--- config.mk ---
export PLATFORM = sky130hd
export DESIGN_NAME = last_perfect_number_index_flat
export DESIGN_NICKNAME = d
export VERILOG_FILES = /design/src/rtl/core/lpni_pkg.sv /design/src/rtl/core/lpni_if.sv /design/src/rtl/core/lpni_divider.sv /design/src/rtl/core/lpni_datapath.sv /design/src/rtl/core/lpni_ctrl.sv /design/src/rtl/core/last_perfect_number_index.sv /design/src/flat_wrapper.sv
export SDC_FILE = /design/constraint.sdc
export NUM_CORES = 1
export LEC_CHECK = 0
export BUFFER_PORTS_ARGS = -buffer_cell sky130_fd_sc_hd__buf_4
export CORE_MARGIN = 5
export CORE_UTILIZATION = 40
export CTS_CLUSTER_DIAMETER = 30
export DETAILED_ROUTE_END_ITERATION = 8
export PLACE_DENSITY_LB_ADDON = 0.2
export SYNTH_ARGS = -nofsm -noshare
export SYNTH_HDL_FRONTEND = slang
export SYNTH_SLANG_ARGS = --single-unit
--- constraint.sdc ---
create_clock -name clock -period 2.3 [get_ports clock]
set_input_delay 0.115 -clock clock [delete_from_list [all_inputs] [get_ports clock]]
set_output_delay 0.115 -clock clock [all_outputs]
set_load 0.005 [all_outputs]
--- src/rtl/core/lpni_pkg.sv ---
// Shared constants and controller/datapath signal groups of the perfect number search.
`timescale 1ns / 1ps

package lpni_pkg;

   // Default configuration of the block.
   localparam int MAX_ITEMS_DEFAULT  = 128;
   localparam int VALUE_BITS_DEFAULT = 16;

   // Width of the reported position field.
   localparam int POSITION_BITS = 7;

   // Commands from the controller to the datapath.
   typedef struct packed {
      logic load_item;   // capture the accepted item and set up the first trial
      logic div_start;   // start one remainder computation
      logic accum;       // add the trial divisor if it divides, step to the next one
      logic finish;      // record the test outcome and, on a last item, emit a result
   } cmd_type;

   // Status from the datapath to the controller.
   typedef struct packed {
      logic need_trials; // value is at least two, so trial division has work
      logic div_done;    // remainder unit has finished
      logic last_trial;  // current divisor is the final candidate
      logic item_last;   // captured item closes the array
      logic out_free;    // result register can take a new item
   } status_type;

endpackage

--- src/rtl/core/lpni_if.sv ---
// Valid/ready channel interfaces for the request and response items.
`timescale 1ns / 1ps

interface lpni_req_if #(
   parameter int VALUE_BITS = lpni_pkg::VALUE_BITS_DEFAULT
);
   logic                         valid;
   logic                         ready;
   logic signed [VALUE_BITS-1:0] value;
   logic                         is_last;

   modport source (output valid, output value, output is_last, input ready);
   modport sink   (input valid, input value, input is_last, output ready);
endinterface

interface lpni_rsp_if;
   logic                               valid;
   logic                               ready;
   logic                               found;
   logic [lpni_pkg::POSITION_BITS-1:0] position;

   modport source (output valid, output found, output position, input ready);
   modport sink   (input valid, input found, input position, output ready);
endinterface

--- src/rtl/core/lpni_divider.sv ---
// Iterative restoring remainder unit, one quotient bit per cycle.
`timescale 1ns / 1ps

module lpni_divider #(
   parameter int WIDTH = lpni_pkg::VALUE_BITS_DEFAULT - 1
) (
   input  logic             clock,
   input  logic             reset,
   input  logic             start,
   input  logic [WIDTH-1:0] dividend,
   input  logic [WIDTH-1:0] divisor,
   output logic [WIDTH-1:0] remainder,
   output logic             done
);

   localparam int CNT_BITS = $clog2(WIDTH + 1);

   logic [CNT_BITS-1:0] count_ff, count_in;
   logic [WIDTH-1:0]    rem_ff, rem_in;
   logic [WIDTH-1:0]    shift_ff, shift_in;
   logic [WIDTH:0]      trial;

   // One restoring step: bring down the next dividend bit and subtract if it fits.
   always_comb begin
      trial    = {rem_ff, shift_ff[WIDTH-1]};
      count_in = count_ff;
      rem_in   = rem_ff;
      shift_in = shift_ff;
      if (start) begin
         count_in = CNT_BITS'(WIDTH);
         rem_in   = '0;
         shift_in = dividend;
      end else if (count_ff != '0) begin
         count_in = count_ff - 1'b1;
         shift_in = {shift_ff[WIDTH-2:0], 1'b0};
         if (trial >= {1'b0, divisor}) begin
            rem_in = WIDTH'(trial - {1'b0, divisor});
         end else begin
            rem_in = trial[WIDTH-1:0];
         end
      end
   end

   // The step counter is control state; the working words need no reset.
   always_ff @(posedge clock) begin
      if (reset) begin
         count_ff <= '0;
      end else begin
         count_ff <= count_in;
      end
      rem_ff   <= rem_in;
      shift_ff <= shift_in;
   end

   assign remainder = rem_ff;
   assign done      = (count_ff == '0);

endmodule

--- src/rtl/core/lpni_datapath.sv ---
// Datapath: trial divisor, divisor sum, array position tracking and result register.
`timescale 1ns / 1ps

module lpni_datapath #(
   parameter int MAX_ITEMS  = lpni_pkg::MAX_ITEMS_DEFAULT,
   parameter int VALUE_BITS = lpni_pkg::VALUE_BITS_DEFAULT
) (
   input  logic                               clock,
   input  logic                               reset,
   input  lpni_pkg::cmd_type                  cmd,
   output lpni_pkg::status_type               status,
   input  logic signed [VALUE_BITS-1:0]       req_value,
   input  logic                               req_is_last,
   output logic                               rsp_valid,
   input  logic                               rsp_ready,
   output logic                               rsp_found,
   output logic [lpni_pkg::POSITION_BITS-1:0] rsp_position
);

   // A positive value fits in one bit less than the field.
   localparam int UW       = VALUE_BITS - 1;
   // The proper divisor sum stays below five times the value in this range.
   localparam int SW       = VALUE_BITS + 3;
   localparam int CW       = (MAX_ITEMS > 1) ? $clog2(MAX_ITEMS) : 1;
   localparam int PW       = lpni_pkg::POSITION_BITS;
   localparam logic [CW-1:0] COUNT_TOP = CW'(MAX_ITEMS - 1);

   logic [UW-1:0] value_ff;
   logic          positive_ff;
   logic          last_ff;
   logic [UW-1:0] divisor_ff, divisor_in;
   logic [SW-1:0] sum_ff, sum_in;
   logic [UW-1:0] remainder;
   logic [UW-1:0] half_value;
   logic          div_done;
   logic          perfect;

   logic [CW-1:0] count_ff, count_in;
   logic [CW-1:0] match_pos_ff, match_pos_in;
   logic          match_seen_ff, match_seen_in;
   logic          rsp_valid_ff, rsp_valid_in;
   logic          found_ff, found_in;
   logic [PW-1:0] position_ff, position_in;

   lpni_divider #(
      .WIDTH (UW)
   ) u_divider (
      .clock     (clock),
      .reset     (reset),
      .start     (cmd.div_start),
      .dividend  (value_ff),
      .divisor   (divisor_ff),
      .remainder (remainder),
      .done      (div_done)
   );

   assign half_value = value_ff >> 1;
   assign perfect    = positive_ff && (sum_ff == SW'(value_ff));

   // Trial divisor and running sum of the divisors found so far.
   always_comb begin
      divisor_in = divisor_ff;
      sum_in     = sum_ff;
      if (cmd.load_item) begin
         divisor_in = UW'(1);
         sum_in     = '0;
      end else if (cmd.accum) begin
         divisor_in = divisor_ff + 1'b1;
         if (remainder == '0) begin
            sum_in = sum_ff + SW'(divisor_ff);
         end
      end
   end

   // Array bookkeeping and the result register.
   always_comb begin
      logic          seen_now;
      logic [CW-1:0] pos_now;
      seen_now      = match_seen_ff | perfect;
      pos_now       = perfect ? count_ff : match_pos_ff;
      count_in      = count_ff;
      match_pos_in  = match_pos_ff;
      match_seen_in = match_seen_ff;
      rsp_valid_in  = rsp_valid_ff && !rsp_ready;
      found_in      = found_ff;
      position_in   = position_ff;
      if (cmd.finish) begin
         match_seen_in = seen_now;
         match_pos_in  = pos_now;
         if (count_ff < COUNT_TOP) begin
            count_in = count_ff + 1'b1;
         end
         if (last_ff) begin
            rsp_valid_in  = 1'b1;
            found_in      = seen_now;
            position_in   = seen_now ? PW'(pos_now) : '0;
            count_in      = '0;
            match_pos_in  = '0;
            match_seen_in = 1'b0;
         end
      end
   end

   always_ff @(posedge clock) begin
      if (reset) begin
         count_ff      <= '0;
         match_pos_ff  <= '0;
         match_seen_ff <= 1'b0;
         rsp_valid_ff  <= 1'b0;
      end else begin
         count_ff      <= count_in;
         match_pos_ff  <= match_pos_in;
         match_seen_ff <= match_seen_in;
         rsp_valid_ff  <= rsp_valid_in;
      end
      if (cmd.load_item) begin
         value_ff    <= req_value[UW-1:0];
         positive_ff <= !req_value[VALUE_BITS-1] && (req_value != '0);
         last_ff     <= req_is_last;
      end
      divisor_ff  <= divisor_in;
      sum_ff      <= sum_in;
      found_ff    <= found_in;
      position_ff <= position_in;
   end

   // Status toward the controller.
   assign status.need_trials = positive_ff && (half_value != '0);
   assign status.div_done    = div_done;
   assign status.last_trial  = (divisor_ff == half_value);
   assign status.item_last   = last_ff;
   assign status.out_free    = !rsp_valid_ff || rsp_ready;

   assign rsp_valid    = rsp_valid_ff;
   assign rsp_found    = found_ff;
   assign rsp_position = position_ff;

endmodule

--- src/rtl/core/lpni_ctrl.sv ---
// Controller state machine that sequences the trial division of each item.
`timescale 1ns / 1ps

module lpni_ctrl (
   input  logic                 clock,
   input  logic                 reset,
   input  logic                 req_valid,
   output logic                 req_ready,
   output lpni_pkg::cmd_type    cmd,
   input  lpni_pkg::status_type status
);

   typedef enum logic [5:0] {
      ST_IDLE  = 6'b000001,
      ST_CHECK = 6'b000010,
      ST_START = 6'b000100,
      ST_DIV   = 6'b001000,
      ST_ACC   = 6'b010000,
      ST_DONE  = 6'b100000
   } state_type;

   state_type state_ff, state_in;

   // Next state and the command issued in each state.
   always_comb begin
      state_in = state_ff;
      cmd      = '0;
      case (state_ff)
         ST_IDLE: begin
            if (req_valid) begin
               cmd.load_item = 1'b1;
               state_in      = ST_CHECK;
            end
         end
         ST_CHECK: begin
            state_in = status.need_trials ? ST_START : ST_DONE;
         end
         ST_START: begin
            cmd.div_start = 1'b1;
            state_in      = ST_DIV;
         end
         ST_DIV: begin
            if (status.div_done) begin
               state_in = ST_ACC;
            end
         end
         ST_ACC: begin
            cmd.accum = 1'b1;
            state_in  = status.last_trial ? ST_DONE : ST_START;
         end
         ST_DONE: begin
            // A last item waits until the result register is free.
            if (!status.item_last || status.out_free) begin
               cmd.finish = 1'b1;
               state_in   = ST_IDLE;
            end
         end
         default: begin
            state_in = ST_IDLE;
         end
      endcase
   end

   always_ff @(posedge clock) begin
      if (reset) begin
         state_ff <= ST_IDLE;
      end else begin
         state_ff <= state_in;
      end
   end

   assign req_ready = (state_ff == ST_IDLE);

endmodule

--- src/rtl/core/last_perfect_number_index.sv ---
// Top level of the last perfect number index search over a stream of values.
//
//   channel | direction | payload                    | handshake
//   --------+-----------+----------------------------+------------------------
//   req_if  | in        | value (signed), is_last    | valid/ready
//   rsp_if  | out       | found, position            | valid/ready, registered
//
// One item at a time. For a value v of two or more, each candidate divisor up to
// floor(v/2) takes a start state, a pass through the bit-serial remainder unit
// and an accumulate state. Other values go from the check state straight to the
// done state. The worst case at the default width is the value 32767.
// A last item waits only if the previous result has not been taken yet.
// Synchronous reset clears the controller, array position state and response valid.
`timescale 1ns / 1ps

module last_perfect_number_index #(
   parameter int MAX_ITEMS  = lpni_pkg::MAX_ITEMS_DEFAULT,
   parameter int VALUE_BITS = lpni_pkg::VALUE_BITS_DEFAULT
) (
   input  logic       clock,
   input  logic       reset,
   lpni_req_if.sink   req_if,
   lpni_rsp_if.source rsp_if
);

   lpni_pkg::cmd_type    cmd;
   lpni_pkg::status_type status;

   lpni_ctrl u_ctrl (
      .clock     (clock),
      .reset     (reset),
      .req_valid (req_if.valid),
      .req_ready (req_if.ready),
      .cmd       (cmd),
      .status    (status)
   );

   lpni_datapath #(
      .MAX_ITEMS  (MAX_ITEMS),
      .VALUE_BITS (VALUE_BITS)
   ) u_datapath (
      .clock        (clock),
      .reset        (reset),
      .cmd          (cmd),
      .status       (status),
      .req_value    (req_if.value),
      .req_is_last  (req_if.is_last),
      .rsp_valid    (rsp_if.valid),
      .rsp_ready    (rsp_if.ready),
      .rsp_found    (rsp_if.found),
      .rsp_position (rsp_if.position)
   );

endmodule

--- src/flat_wrapper.sv ---
// flat-port wrapper written by rule: the top's interface ports become plain ports
module last_perfect_number_index_flat 
#(
   parameter int MAX_ITEMS  = lpni_pkg::MAX_ITEMS_DEFAULT,
   parameter int VALUE_BITS = lpni_pkg::VALUE_BITS_DEFAULT
)
  (clock, reset, req_if_valid, req_if_value, req_if_is_last, req_if_ready, rsp_if_valid, rsp_if_found, rsp_if_position, rsp_if_ready);
  lpni_req_if #(.VALUE_BITS(VALUE_BITS)) req_if_i ();
  lpni_rsp_if rsp_if_i ();
  input  logic clock;
  input  logic reset;
  input wire logic [$bits(req_if_i.valid)-1:0] req_if_valid;
  input wire logic [$bits(req_if_i.value)-1:0] req_if_value;
  input wire logic [$bits(req_if_i.is_last)-1:0] req_if_is_last;
  output wire logic [$bits(req_if_i.ready)-1:0] req_if_ready;
  output wire logic [$bits(rsp_if_i.valid)-1:0] rsp_if_valid;
  output wire logic [$bits(rsp_if_i.found)-1:0] rsp_if_found;
  output wire logic [$bits(rsp_if_i.position)-1:0] rsp_if_position;
  input wire logic [$bits(rsp_if_i.ready)-1:0] rsp_if_ready;
  assign req_if_i.valid = req_if_valid;
  assign req_if_i.value = req_if_value;
  assign req_if_i.is_last = req_if_is_last;
  assign req_if_ready = req_if_i.ready;
  assign rsp_if_valid = rsp_if_i.valid;
  assign rsp_if_found = rsp_if_i.found;
  assign rsp_if_position = rsp_if_i.position;
  assign rsp_if_i.ready = rsp_if_ready;
  last_perfect_number_index #(.MAX_ITEMS(MAX_ITEMS), .VALUE_BITS(VALUE_BITS)) u_core (.clock(clock), .reset(reset), .req_if(req_if_i), .rsp_if(rsp_if_i));
endmodule
Word-level counts from Yosys, hierarchy flattened
Cells that the tools add are included.
Widths: inputs -> output; s select.
{"block": "totals", "latch_bits": 0, "out_inout_bits": 10, "reg_bits": 115, "input_bits": 21, "rom_bits": 0, "mem_count": 0, "ram_bits": 0, "word_cells": 79}
{"block": "classes", "n_lt_le_gt_ge": 2, "add_sub_neg": 5, "shifts": 0, "n_mul": 0, "div_mod_pow": 0, "n_eq_ne": 11, "n_reduce_logical": 21, "bitwise": 1, "n_mux": 24}
{"cell": "$mux 15", "n": 3}
{"cell": "$pmux 6 s6", "n": 1}
{"cell": "$mux 6", "n": 5}
{"cell": "$mux 7", "n": 4}
{"cell": "$add 19x15->19", "n": 1}
{"cell": "$eq 19x15->1", "n": 1}
{"cell": "$ge 16x15->1", "n": 1}
{"cell": "$reduce_bool 16->1", "n": 1}
{"cell": "$add 15x1->15 const B", "n": 1}
{"cell": "$eq 15x14->1", "n": 1}
{"cell": "$logic_not 15->1", "n": 1}
{"cell": "$reduce_bool 15->1", "n": 1}
{"cell": "$sub 15x15->15", "n": 1}
{"cell": "$mux 1", "n": 9}
{"cell": "$mux 4", "n": 2}
{"cell": "$add 7x1->7 const B", "n": 1}
{"cell": "$lt 7x7->1 const B", "n": 1}
{"cell": "$eq 6x1->1 const B", "n": 1}
{"cell": "$eq 6x2->1 const B", "n": 1}
{"cell": "$eq 6x3->1 const B", "n": 1}
{"cell": "$eq 6x4->1 const B", "n": 1}
{"cell": "$eq 6x5->1 const B", "n": 1}
{"cell": "$eq 6x6->1 const B", "n": 1}
{"cell": "$ne 2x2->1 const B", "n": 3}
{"cell": "other kinds (10)", "n": 20}

Longest topological paths before layout
Gate-level depths: netlist of the first run.
{"block": "depth", "depth_word": 6, "depth_mapped": 11}

By module
From an unflattened synthesis of the first run, not the netlist that was laid out.
{"block": "hier_totals", "hier_cells": 775, "area_unflattened_um2": 7036.7}
{"mod": "lpni_datapath", "n_inst": 1, "cells_each": 461, "area_per_inst_um2": 4196.5, "seq_area_each_um2": 1751.7}
{"mod": "lpni_divider", "n_inst": 1, "cells_each": 268, "area_per_inst_um2": 2454.9, "seq_area_each_um2": 830.8}
{"mod": "lpni_ctrl", "n_inst": 1, "cells_each": 46, "area_per_inst_um2": 385.4, "seq_area_each_um2": 120.1}

Worst setup path before layout of the first run
No wires, ideal clock.
{"block": "synth_path", "path_type": "flip-flop to flip-flop", "startpoint": "register u_core.u_datapath.divisor_ff[0]", "endpoint": "register u_core.u_datapath.sum_ff[16]", "n_path_buf": 0, "stages_incl_launch_ff": 11, "period_less_slack_ns": 2.481, "path_slack_ns": -0.181, "required_time_ns": 2.228, "setup_time_ns": 0.072, "t_arrival_ns": 2.409, "path_cell_list": "dfxtp_1 > ha_1 > inv_1 > fa_1 > nor2b_1 > o31a_1 > o21ai_1 > o21ai_0 > a311oi_2 > o21ai_0 > mux2i_1"}
{"block": "synth_via", "elab_chain_len": 1}
{"element": "start: declaration", "line_no": "lpni_datapath.sv:31", "rtl": "logic [UW-1:0] divisor_ff, divisor_in;"}
{"element": "start signal: assignment", "line_no": "lpni_datapath.sv:121", "rtl": "divisor_ff <= divisor_in;"}
{"element": "$add 19x15->19", "line_no": "lpni_datapath.sv:70", "rtl": "sum_in = sum_ff + SW'(divisor_ff);"}
{"element": "end signal: assignment", "line_no": "lpni_datapath.sv:122", "rtl": "sum_ff <= sum_in;"}
{"element": "end: declaration", "line_no": "lpni_datapath.sv:32", "rtl": "logic [SW-1:0] sum_ff, sum_in;"}
No other way between the ends.
A chain may end at the register's enable or synchronous reset.

Final worst setup path of the first run
{"block": "layout_path", "startpoint": "register u_core.u_datapath.u_divider.shift_ff[14]", "endpoint": "register u_core.u_datapath.u_divider.rem_ff[3], in the netlist u_core.u_datapath.u_divider.remainder[3]"}
{"block": "layout_via", "elab_chain_len": 2}
{"element": "start: declaration", "line_no": "lpni_divider.sv:20", "rtl": "logic [WIDTH-1:0] shift_ff, shift_in;"}
{"element": "start signal: assignment", "line_no": "lpni_divider.sv:52", "rtl": "shift_ff <= shift_in;"}
{"element": "$sub 15x15->15 or $ge 16x15->1 (tied branches)", "line_no": "lpni_divider.sv:37, lpni_divider.sv:36"}
{"element": "$mux 15 *", "line_no": "lpni_divider.sv:36", "rtl": "if (trial >= {1'b0, divisor}) begin"}
{"element": "end signal: assignment", "line_no": "lpni_divider.sv:51", "rtl": "rem_ff <= rem_in;"}
{"element": "end: declaration", "line_no": "lpni_divider.sv:19", "rtl": "logic [WIDTH-1:0] rem_ff, rem_in;"}
Every way passes the cells marked *; elsewhere a longest branch is shown, timed or not.

==> results of run 1 <==
[synthesized netlist by cell type, types with 6 or more instances]
master / number
nand3_1: 16
o21a_1: 8
inv_1: 29
a22oi_1: 7
a21oi_1: 48
dfxtp_1: 75
xor2_1: 27
a211oi_1: 11
nor2_1: 59
clkbuf_1: 15
mux2i_1: 14
buf_2: 6
xnor2_1: 38
or3_1: 9
nand4_1: 17
nor2b_1: 8
o21ai_0: 41
a31oi_1: 11
nor3_1: 19
ha_1: 34
nand2_1: 106
nor4_1: 16
nand2b_1: 7
edfxtp_1: 40
[worst max-delay path, delay by kind of cell, from the launching register on]
kind / cells / cell delay (ps)
compound gates: 4 / 630
fa+ha+maj: 2 / 540
flops: 1 / 360
buf+inv: 3 / 340
mux: 1 / 220
simple gates: 1 / 150
[power groups by stage]
stage / combinational, mW / clock, mW / sequential [mW]
floorplan: 2.18 / 0 / 2.78
global placement: 3.01 / 0 / 2.85
detailed placement: 3.06 / 0 / 2.85
CTS: 3.31 / 2.78 / 2.81
global route: 3.97 / 2.88 / 2.86
finish: 3.63 / 2.74 / 2.83
[layer usage]
| metal | GRT usage, % | share of wire [%] |
|---|---|---|
| met2 | 31.47 | 49 |
| met4 | 5.668 | 1.9 |
| met3 | 4.172 | 3.6 |
| met1 | 22.21 | 45 |
| met5 | 0 | 0 |
[cells in the final DEF (no fill, tap or decap), drive strengths merged, types with 3 or more instances in the layout]
cell type	Yosys	routed
a31oi	11	11
dlygate4sd3	0	18
o21ai	43	43
ha	34	34
nor3b	3	3
mux2i	14	14
and2	5	5
or2	5	5
and3	3	3
o2111ai	3	3
buf	9	107
a211oi	11	11
a21o	5	5
nand2b	7	7
o211ai	5	5
or3	9	9
inv	29	40
a21oi	48	48
edfxtp	40	40
a22oi	7	7
nor3	19	19
nor2b	8	8
nor4	20	20
xnor2	38	38
dfxtp	75	75
clkbuf	15	17
xor2	27	27
nand3	16	16
nor2	61	61
nand3b	6	6
nand4	18	18
o21bai	3	3
o21a	8	8
nand2	106	106
[path summary, 6_finish.rpt]
path                            cells after the start                                        to  slack, ps                                      from
worst min register to register                      2              u_core.u_datapath.sum_ff[18]        480              u_core.u_datapath.sum_ff[18]
worst min-delay path                                2         u_core.u_datapath.match_pos_ff[4]         30                                     reset
worst max register to register                     11  u_core.u_datapath.u_divider.remainder[3]        -60  u_core.u_datapath.u_divider.shift_ff[14]
worst max-delay path                               11  u_core.u_datapath.u_divider.remainder[3]        -60  u_core.u_datapath.u_divider.shift_ff[14]
[what timing repair did]
item	in CTS	in global routing
setup endpoints to repair	15	31
pin swaps	14	21
hold buffers	18	0
buffers inserted	2	3
gates resized for setup	18	32
hold endpoints to repair	18	0
[cells by family after synthesis]
logic type	after synthesis
simple gates	291
mux	14
xor+xnor	65
fa+ha+maj	36
compound gates	160
flops	115
buf+inv	53
[state kept, by name, indices dropped and copies added, names as in the netlist]
signal and count:
u_core.u_datapath.divisor_ff 15, u_core.u_datapath.positive_ff 1, u_core.u_datapath.rsp_position 7, u_core.u_datapath.u_divider.remainder 15, u_core.u_datapath.sum_ff 19, u_core.u_datapath.rsp_valid 1, u_core.u_datapath.match_pos_ff 7, u_core.u_datapath.u_divider.count_ff 4
u_core.u_ctrl.state_ff 6, u_core.u_datapath.rsp_found 1, u_core.u_datapath.count_ff 7, u_core.u_datapath.value_ff 15, u_core.u_datapath.u_divider.shift_ff 15, u_core.u_datapath.last_ff 1, u_core.u_datapath.match_seen_ff 1
[area by class of cell]
cell class / instances / area (um2)
fillers: 1470 / 7426
multi-input cells: 566 / 3846
flip-flops and latches: 115 / 2715
repair buffers: 125 / 1027
clock buffers: 17 / 425.4
well taps: 216 / 270.3
clock inverters: 15 / 178.9
inverters: 29 / 111.4
[per-stage QoR]
step                      utilization, %  power (mW)  TNS, ps  cells  setup WS (ps)
after floorplan                        -       4.959        0    734          14.53
after global placement             47.29       5.858   -307.5   1028         -108.0
after detailed placement           47.29       5.913   -650.0   1028         -132.6
after CTS                          52.66       8.912   -424.9   1080         -68.38
after global routing               53.59       9.711    -1655   1083         -162.5
final                              53.59       9.198   -239.6   1083         -55.96
==> metrics.md, run 1 <==
| Metric | Value |
|---|---|
| WL per Instance | `between 15 and 20 um` |
| Internal cell power | `5.950 mW` |
| Largest family of logic cells by synthesized area | `simple AND/OR/NAND/NOR gates` |
| 1st-pass router iterations | `4` |
| Layout Nets | `roughly 910` |
| CP required | `between 2000 and 3000 ps` |
| Post-Syn Area | `~6600 um2` |
| Crit path kind | `flop to flop` |
| Sw Ratio | `about a third` |
| H-Tree Depth | `4` |
| CTS clk-pin slew, worst paths | `around 60 ps` |
| Hold Fails Final Rpt | `0` |
| Final Wtd Congestion | `0.8940` |
| PwrDens | `about 1100 nW/um2` |
| Most used cell, CP | `buf_6` |
| Initial antenna violation count | `0` |
| Syn Inst Count | `734` |
| Area leader, netlist | `dfxtp_1` |
| Worst-path cell chain | `inv_2 -> ha_4 -> fa_2 -> nor2b_4 -> o2111ai_4 -> a31oi_4 -> buf_6 -> o21ba_4 -> buf_6 -> mux2i_2 -> a211oi_2` |
| Worst-Margin Slew | `between 500 and 600 ps` |
| Switching pwr | `roughly 3.2 mW` |
| TritonCTS sink count | `between 100 and 150` |
| Max Fclk | `~420 MHz` |
| HPWL after DPL | `12,880 um` |
| All-layer global routing usage | `a little under a fifth` |
| WP data arrival | `~2700 ps` |
| Initial drt markers | `around 380` |
| Root buf cell | `clkbuf_16` |
| Worst-Skew Late Latency | `430 ps` |
| Post-route cell area | `approximately 8600 um2` |
| Slowest stage delay, CP | `~380 ps` |
| FP Rows | `46` |
| Post-synth top flop | `dfxtp_1` |
| Syn Area/Cell | `about 9 um2` |
| N_diodes | `0` |
| Max-slew headroom | `between 60% and 70%` |
| Yosys top cell area share | `22.84%` |
| Io pins | `31` |
| Multiplexer share of the synthesized area | `under 10%` |
| CP max stage cell | `fa_2` |
| Final period util | `102.4%` |
| Layout cells sized above 1 | `22.72%` |
| Starting Density | `approximately two fifths` |
| CTS Buf Count | `17` |
| Sequential share of the synthesized area | `41.10%` |
| Syn-to-layout area delta | `30.41%` |
| Crit path max fanout | `5` |
| Clk pwr share | `about 30%` |
| Unrepaired setup endpoints after global routing | `true` |
| Hold WS | `33.89 ps` |
| EDFF count, synth | `40` |
| CP Capture Type | `flop` |
| Post-synthesis cell type count | `62` |
| Compound-Gate Fraction of Synth Area | `approximately 15%` |
| Total Routed Length | `roughly 17,000 um` |
| Warnings from Yosys | `0` |
| Lkg Pwr | `between 3 and 4 nW` |
| CTS Buffer Depth | `2` |
| PortBufs | `30` |
| Tmin final | `2356 ps` |
| VDD IR max | `a little under 0.7 mV` |
| Yosys reg bits | `around 120` |
| Number of remaining DRC errors | `0` |
| CTS tree | `yes` |
| Antenna-violating nets left | `0` |
| Synth async-reset ratio | `0%` |
| Die Height | `roughly 140 um` |
| CORE AREA | `about 16,000 um2` |
| GR Overflow Total | `0` |
| Max cap viols | `0` |
| Post-synthesis simple-gate area fraction | `between 20% and 30%` |
| Final WS setup | `-55.96 ps` |
| Largest net degree at the start of global routing | `30` |
| Status | `finished with violations` |
| Failing checks | `negative setup slack` |
| Post-Synth XOR/XNOR Area | `approximately 8.7%` |
| Clock Skews | `around 8.4 ps` |
| Vias per Instance | `around 5.4` |
| Worst Hold Class | `primary input to flop` |
| Vias in the first global route | `approximately 5,600` |
| Startpoint Class | `flop` |
| Dominant cells by area after synthesis | `dfxtp_1, edfxtp_1, ha_1, nand2_1, xnor2_1` |
| Max-slew violations | `0` |
| Post-Synth Adder-Cell Area | `a little over 7%` |
| Via count | `5,804` |
| Die X | `between 100 and 150 um` |
| Final setup viols | `9` |
| Die area | `19,100 um2` |
| Seq pwr share | `a little under a third` |
| Syn_nets | `between 700 and 800` |
| Post-DP Area | `~7600 um2` |
| Part of the power in combinational logic | `between 30% and 40%` |
| First-pass GRT wire length | `approximately 28,000 um` |
Note: power is estimated with default switching activity, not from simulation.
==> run 2: changes to the inputs <==
--- a/config.mk
+++ b/config.mk
@@ -6,6 +6,7 @@
 export NUM_CORES = 1
 export LEC_CHECK = 0
 export BUFFER_PORTS_ARGS = -buffer_cell sky130_fd_sc_hd__buf_4
+export CAP_MARGIN = 20
 export CORE_MARGIN = 5
 export CORE_UTILIZATION = 40
 export CTS_CLUSTER_DIAMETER = 30
==> constraint.sdc (replaced) <==
create_clock -name clock -period 2.83 [get_ports clock]
set_input_delay 0.1415 -clock clock [delete_from_list [all_inputs] [get_ports clock]]
set_output_delay 0.1415 -clock clock [all_outputs]
set_load 0.005 [all_outputs]
==> run 2 against run 1 <==
The run now ends clean. Combinational power shrank 37%. Maximum frequency shrank 10%. Flip-flop and latch count is the same. Non-clock buffer count shrank 56. Total power shrank 26%. Count of clock-buffer cells in the layout grew 2. Final cell count shrank 5.2%. Die area is the same. Design area shrank 7.5%.
==> metrics.md, run 2 (synthesis gave the netlist of run 1 again) <==
| Metric | Value |
|---|---|
| Status | `finished clean` |
| PortBufs | `30` |
| PwrDens | `between 800 and 900 nW/um2` |
| Number of remaining DRC errors | `0` |
| Startpoint Class | `flop` |
| Via count | `5,661` |
| Final setup viols | `0` |
| Lkg Pwr | `3.086 nW` |
| Die X | `approximately 140 um` |
| Worst-Margin Slew | `just under 900 ps` |
| Largest reg by FF count | `u_core.u_datapath.sum_ff` |
| Largest net degree at the start of global routing | `between 40 and 50` |
| Syn-to-layout area delta | `20.65%` |
| Io pins | `31` |
| Unrepaired setup endpoints after global routing | `false` |
| CORE AREA | `approximately 16,000 um2` |
| 1st-pass router iterations | `5` |
| Die Height | `between 100 and 150 um` |
| CTS tree | `yes` |
| Crit path kind | `flop to flop` |
| CP Capture Type | `flop` |
| Tmin final | `between 2000 and 3000 ps` |
| All-layer global routing usage | `between 10% and 20%` |
| Final Wtd Congestion | `a little over 0.9` |
| Crit path max fanout | `4` |
| Hold WS | `20.02 ps` |
| Total power | `6.763 mW` |
| Worst-Skew Late Latency | `about 430 ps` |
| CTS Buf Count | `17` |
| FP Rows | `between 40 and 50` |
| Commonest non-fill, non-tap cells in the layout | `nand2_1, dfxtp_1, nor2_1` |
| Starting Density | `between 40 and 50%` |
| CTS clk-pin slew, worst paths | `60 ps` |
| Fill cells | `1,544` |
| Fin Setup TNS | `0 ps` |
| Initial antenna violation count | `0` |
| Max Fclk | `381.2 MHz` |
| Antenna-violating nets left | `0` |
| HPWL after DPL | `between 10,000 and 15,000 um` |
| Layout Utilization | `between 40% and 50%` |
| Largest register FFs | `19` |
| GR Overflow Total | `0` |
| Vias in the first global route | `5,520` |
| Vias per Instance | `around 5.5` |
| Layout Nets | `855` |
| Commonest non-fill, non-tap cell in the layout | `nand2_1` |
| Final period util | `approximately 93%` |
| Hold Fails Final Rpt | `0` |
| Worst Hold Class | `primary input to flop` |
| Max-slew violations | `0` |
| CTS Buffer Depth | `2` |
| CP required | `approximately 3100 ps` |
| Clock Skews | `8.149 ps` |
| Die area | `roughly 19,000 um2` |
| Final cell count without fillers | `between 1,000 and 1,500` |
| Max-slew headroom | `slightly above 40%` |
| Layout cells sized above 1 | `about 13%` |
| N_diodes | `0` |
| Initial drt markers | `397` |
| WP data arrival | `between 2000 and 3000 ps` |
| First-pass GRT wire length | `27,730 um` |
| Max cap viols | `0` |
| Placed cells | `around 1,000` |
| VDD IR max | `roughly 0.49 mV` |
| WL per Instance | `around 16 um` |
| H-Tree Depth | `4` |
| Total Routed Length | `16,910 um` |
| Root buf cell | `clkbuf_16` |
| TritonCTS sink count | `around 120` |
run 2: final timing paths:
| kind | startpoint | end | slack, ps | cells past startpoint |
|---|---|---|---|---|
| max | u_core.u_datapath.u_divider.shift_ff[14] | u_core.u_datapath.u_divider.remainder[12] | 210 | 10 |
| min | rsp_if_ready | u_core.u_datapath.rsp_valid | 20 | 3 |
| max reg2reg | u_core.u_datapath.u_divider.shift_ff[14] | u_core.u_datapath.u_divider.remainder[12] | 210 | 10 |
| min reg2reg | u_core.u_datapath.sum_ff[18] | u_core.u_datapath.sum_ff[18] | 480 | 2 |
run 2: timing repair:
item | in CTS | in global routing
hold endpoints to repair | 17 | 0
setup endpoints to repair | 0 | 13
buffers inserted | 0 | 0
hold buffers | 17 | 0
gates resized for setup | 0 | 4
run 2: metal layers:
metal / wire, um / global-route usage (%)
met1: 7826 / 22.65
met2: 7911 / 28.73
met3: 715 / 3.724
met4: 452 / 8.008
met5: 0 / 0
run 2: critical path: stages, from the launching register on:
cell and delay [ps]:
edfxtp_1 350, inv_1 50, ha_1 200, fa_1 380, nor2b_1 160, o2111ai_1 170
a31oi_2 360, a31oi_1 240, o2111a_1 280, a221oi_1 210, a21oi_1 100
run 2: cell type report:
cell class	count	area, um2	area share [%]
Multi-Input combinational cell	566	3671	46.28
Clock buffer	19	442.9	5.584
Tap cell	216	270.3	3.407
Inverter	29	108.9	1.372
Clock inverter	13	151.4	1.909
Sequential cell	115	2703	34.07
Timing Repair Buffer	69	585.6	7.382
run 2: per-stage QoR:
| step | setup slack (ps) | cell area, um2 |
|---|---|---|
| floorplan | 349.2 | 6575 |
| global placement | 236.0 | 7152 |
| detailed placement | 132.9 | 7152 |
| CTS | 109.4 | 7916 |
| global route | 5.572 | 7933 |
| finish | 206.4 | 7933 |
run 2: power by group:
part,leakage (nW),switching [mW],internal (mW)
sequential,0.998,0.236,2.08
clock,0.277,0.833,1.33
combinational,1.81,1.27,1.01
==> run 3: changes to the inputs <==
--- a/config.mk
+++ b/config.mk
@@ -11,7 +11,7 @@
 export CORE_UTILIZATION = 40
 export CTS_CLUSTER_DIAMETER = 30
 export DETAILED_ROUTE_END_ITERATION = 8
-export PLACE_DENSITY_LB_ADDON = 0.2
+export PLACE_DENSITY = 0.53
 export SYNTH_ARGS = -nofsm -noshare
 export SYNTH_HDL_FRONTEND = slang
 export SYNTH_SLANG_ARGS = --single-unit
==> run 3 against run 2 <==
Critical path depth did not move. Count of clock-buffer cells in the layout is 2 lower. First-iteration DRC count is 15% lower. Non-clock buffer count up 6. Wire length decreased by 1.8%.
==> metrics.md, run 3 (synthesis gave the netlist of run 1 again) <==
| Metric | Value |
|---|---|
| Status | `finished clean` |
| Vias per Instance | `~5.4` |
| Crit path max fanout | `4` |
| Lkg Pwr | `roughly 3.1 nW` |
| Fill cells | `around 1,600` |
| Largest register FFs | `19` |
| Tmin final | `roughly 2600 ps` |
| Post-DP Area | `approximately 7200 um2` |
| Final setup viols | `0` |
| CP required | `3120 ps` |
| Crit path kind | `flop to flop` |
| PwrDens | `835.3 nW/um2` |
| Number of remaining DRC errors | `0` |
| 1st-pass router iterations | `5` |
| Largest reg by FF count | `u_core.u_datapath.sum_ff` |
| Post-route cell area | `~7900 um2` |
| Initial antenna violation count | `0` |
| Slowest stage delay, CP | `approximately 380 ps` |
| Hold Fails Final Rpt | `0` |
| Vias in the first global route | `~5,300` |
| Final cell count without fillers | `between 1,000 and 1,500` |
| Grt met3 use | `approximately 3.6%` |
| Layout Nets | `about 860` |
| Placed cells | `a little under 1,000` |
| Max-slew headroom | `a little over two fifths` |
| All-layer global routing usage | `17.51%` |
| Initial drt markers | `338` |
| First-pass GRT wire length | `about 28,000 um` |
| Io pins | `31` |
| Worst-path cell chain | `inv_1 -> ha_1 -> fa_1 -> nor2b_1 -> o2111ai_1 -> a31oi_2 -> a31oi_1 -> o2111a_1 -> a221oi_1 -> a21oi_1` |
| GRT met2 Usage | `roughly 29%` |
| Total Routed Length | `16,610 um` |
| Antenna-violating nets left | `0` |
| Die X | `around 140 um` |
| Max Fclk | `388.2 MHz` |
| Gr busiest metal | `met2` |
| Clock Skews | `7.629 ps` |
| Commonest non-fill, non-tap cells in the layout | `nand2_1, dfxtp_1, nor2_1` |
| H-Tree Depth | `4` |
| Total power | `about 6.6 mW` |
| Die Height | `between 100 and 150 um` |
| Final period util | `91.02%` |
| CP Capture Type | `flop` |
| Final Wtd Congestion | `0.8989` |
| Via count | `5,570` |
| VDD IR max | `0.5821 mV` |
| Commonest non-fill, non-tap cell in the layout | `nand2_1` |
| WP data arrival | `around 2900 ps` |
| CP max stage cell | `fa_1` |
| PortBufs | `30` |
| Root buf cell | `clkbuf_16` |
| Unrepaired setup endpoints after global routing | `false` |
| FP Rows | `46` |
| Starting Density | `between 40% and 50%` |
| HPWL after DPL | `about 12,000 um` |
| Layout cells sized above 1 | `between 10% and 20%` |
| Largest net degree at the start of global routing | `46` |
| GR Overflow Total | `0` |
| Fin Setup TNS | `0 ps` |
| Max-slew violations | `0` |
| CTS Buf Count | `17` |
| TritonCTS sink count | `115` |
| CORE AREA | `16,000 um2` |
| CTS clk-pin slew, worst paths | `roughly 60 ps` |
| Hold WS | `between 20 and 30 ps` |
| Syn-to-layout area delta | `20.69%` |
| CTS tree | `yes` |
| N_diodes | `0` |
| Worst-Margin Slew | `slightly below 900 ps` |
| Die area | `between 15,000 and 20,000 um2` |
| Worst-Skew Late Latency | `about 420 ps` |
| CTS Buffer Depth | `2` |
| Max cap viols | `0` |
| Startpoint Class | `flop` |
| Postcts setup bufs | `0` |
| Worst Hold Class | `primary input to flop` |
| WL per Instance | `16.08 um` |
| Met1 usage | `22.63%` |
[run 3: cell types whose count changed in the layout (fill, tap and decap cells not counted), sizes merged]
cell	before	now
bufinv	2	1
clkinvlp	4	3
buf	52	58
clkbuf	19	17
inv	33	37
[run 3: worst paths after layout]
kind	depth (start not counted)	slack (ps)	from	end
max reg2reg	10	250	u_core.u_datapath.u_divider.shift_ff[14]	u_core.u_datapath.u_divider.remainder[12]
min reg2reg	2	500	u_core.u_datapath.sum_ff[18]	u_core.u_datapath.sum_ff[18]
min	3	30	rsp_if_ready	u_core.u_datapath.rsp_valid
max	10	250	u_core.u_datapath.u_divider.shift_ff[14]	u_core.u_datapath.u_divider.remainder[12]
[run 3: power by group]
part | leakage [nW] | internal [mW] | switching [mW]
combinational | 1.83 | 0.977 | 1.25
sequential | 0.998 | 2.08 | 0.233
clock | 0.275 | 1.23 | 0.852
[run 3: cell type report]
cell class / instances / area (um2) / share of cell area [%]
flip-flops and latches: 115 / 2705 / 34.09
clock inverters: 15 / 146.4 / 1.845
clock buffers: 17 / 425.4 / 5.361
well taps: 216 / 270.3 / 3.406
inverters: 29 / 108.9 / 1.372
multi-input cells: 566 / 3661 / 46.14
repair buffers: 75 / 618.1 / 7.789
[run 3: what timing repair did]
| action | in CTS | in global routing |
|---|---|---|
| hold buffers | 17 | 0 |
| hold endpoints to repair | 17 | 0 |
| setup endpoints to repair | 0 | 7 |
| resized for setup | 0 | 4 |
[run 3: worst max-delay path: cells and delay by family, from the launching register on]
kind / cells / cell delay [ps]
and+or+nand+nor: 1 / 170
DFF: 1 / 340
buffers and inverters: 1 / 50
adders and majority gates: 2 / 580
AOI/OAI and AO/OA: 6 / 1310
[run 3: per-layer routing]
layer	routed length [um]	vias to the layer above
li1	-	2793
met1	7661	2634
met2	8044	113
met3	559	30
met4	342	0
met5	0	-
[run 3: stage by stage]
stage	util, %	worst slack (ps)
after floorplan	-	349.2
final	49.59	254.0
after global placement	44.90	243.1
after global routing	49.59	33.95
after detailed placement	44.90	162.3
after CTS	49.54	144.0
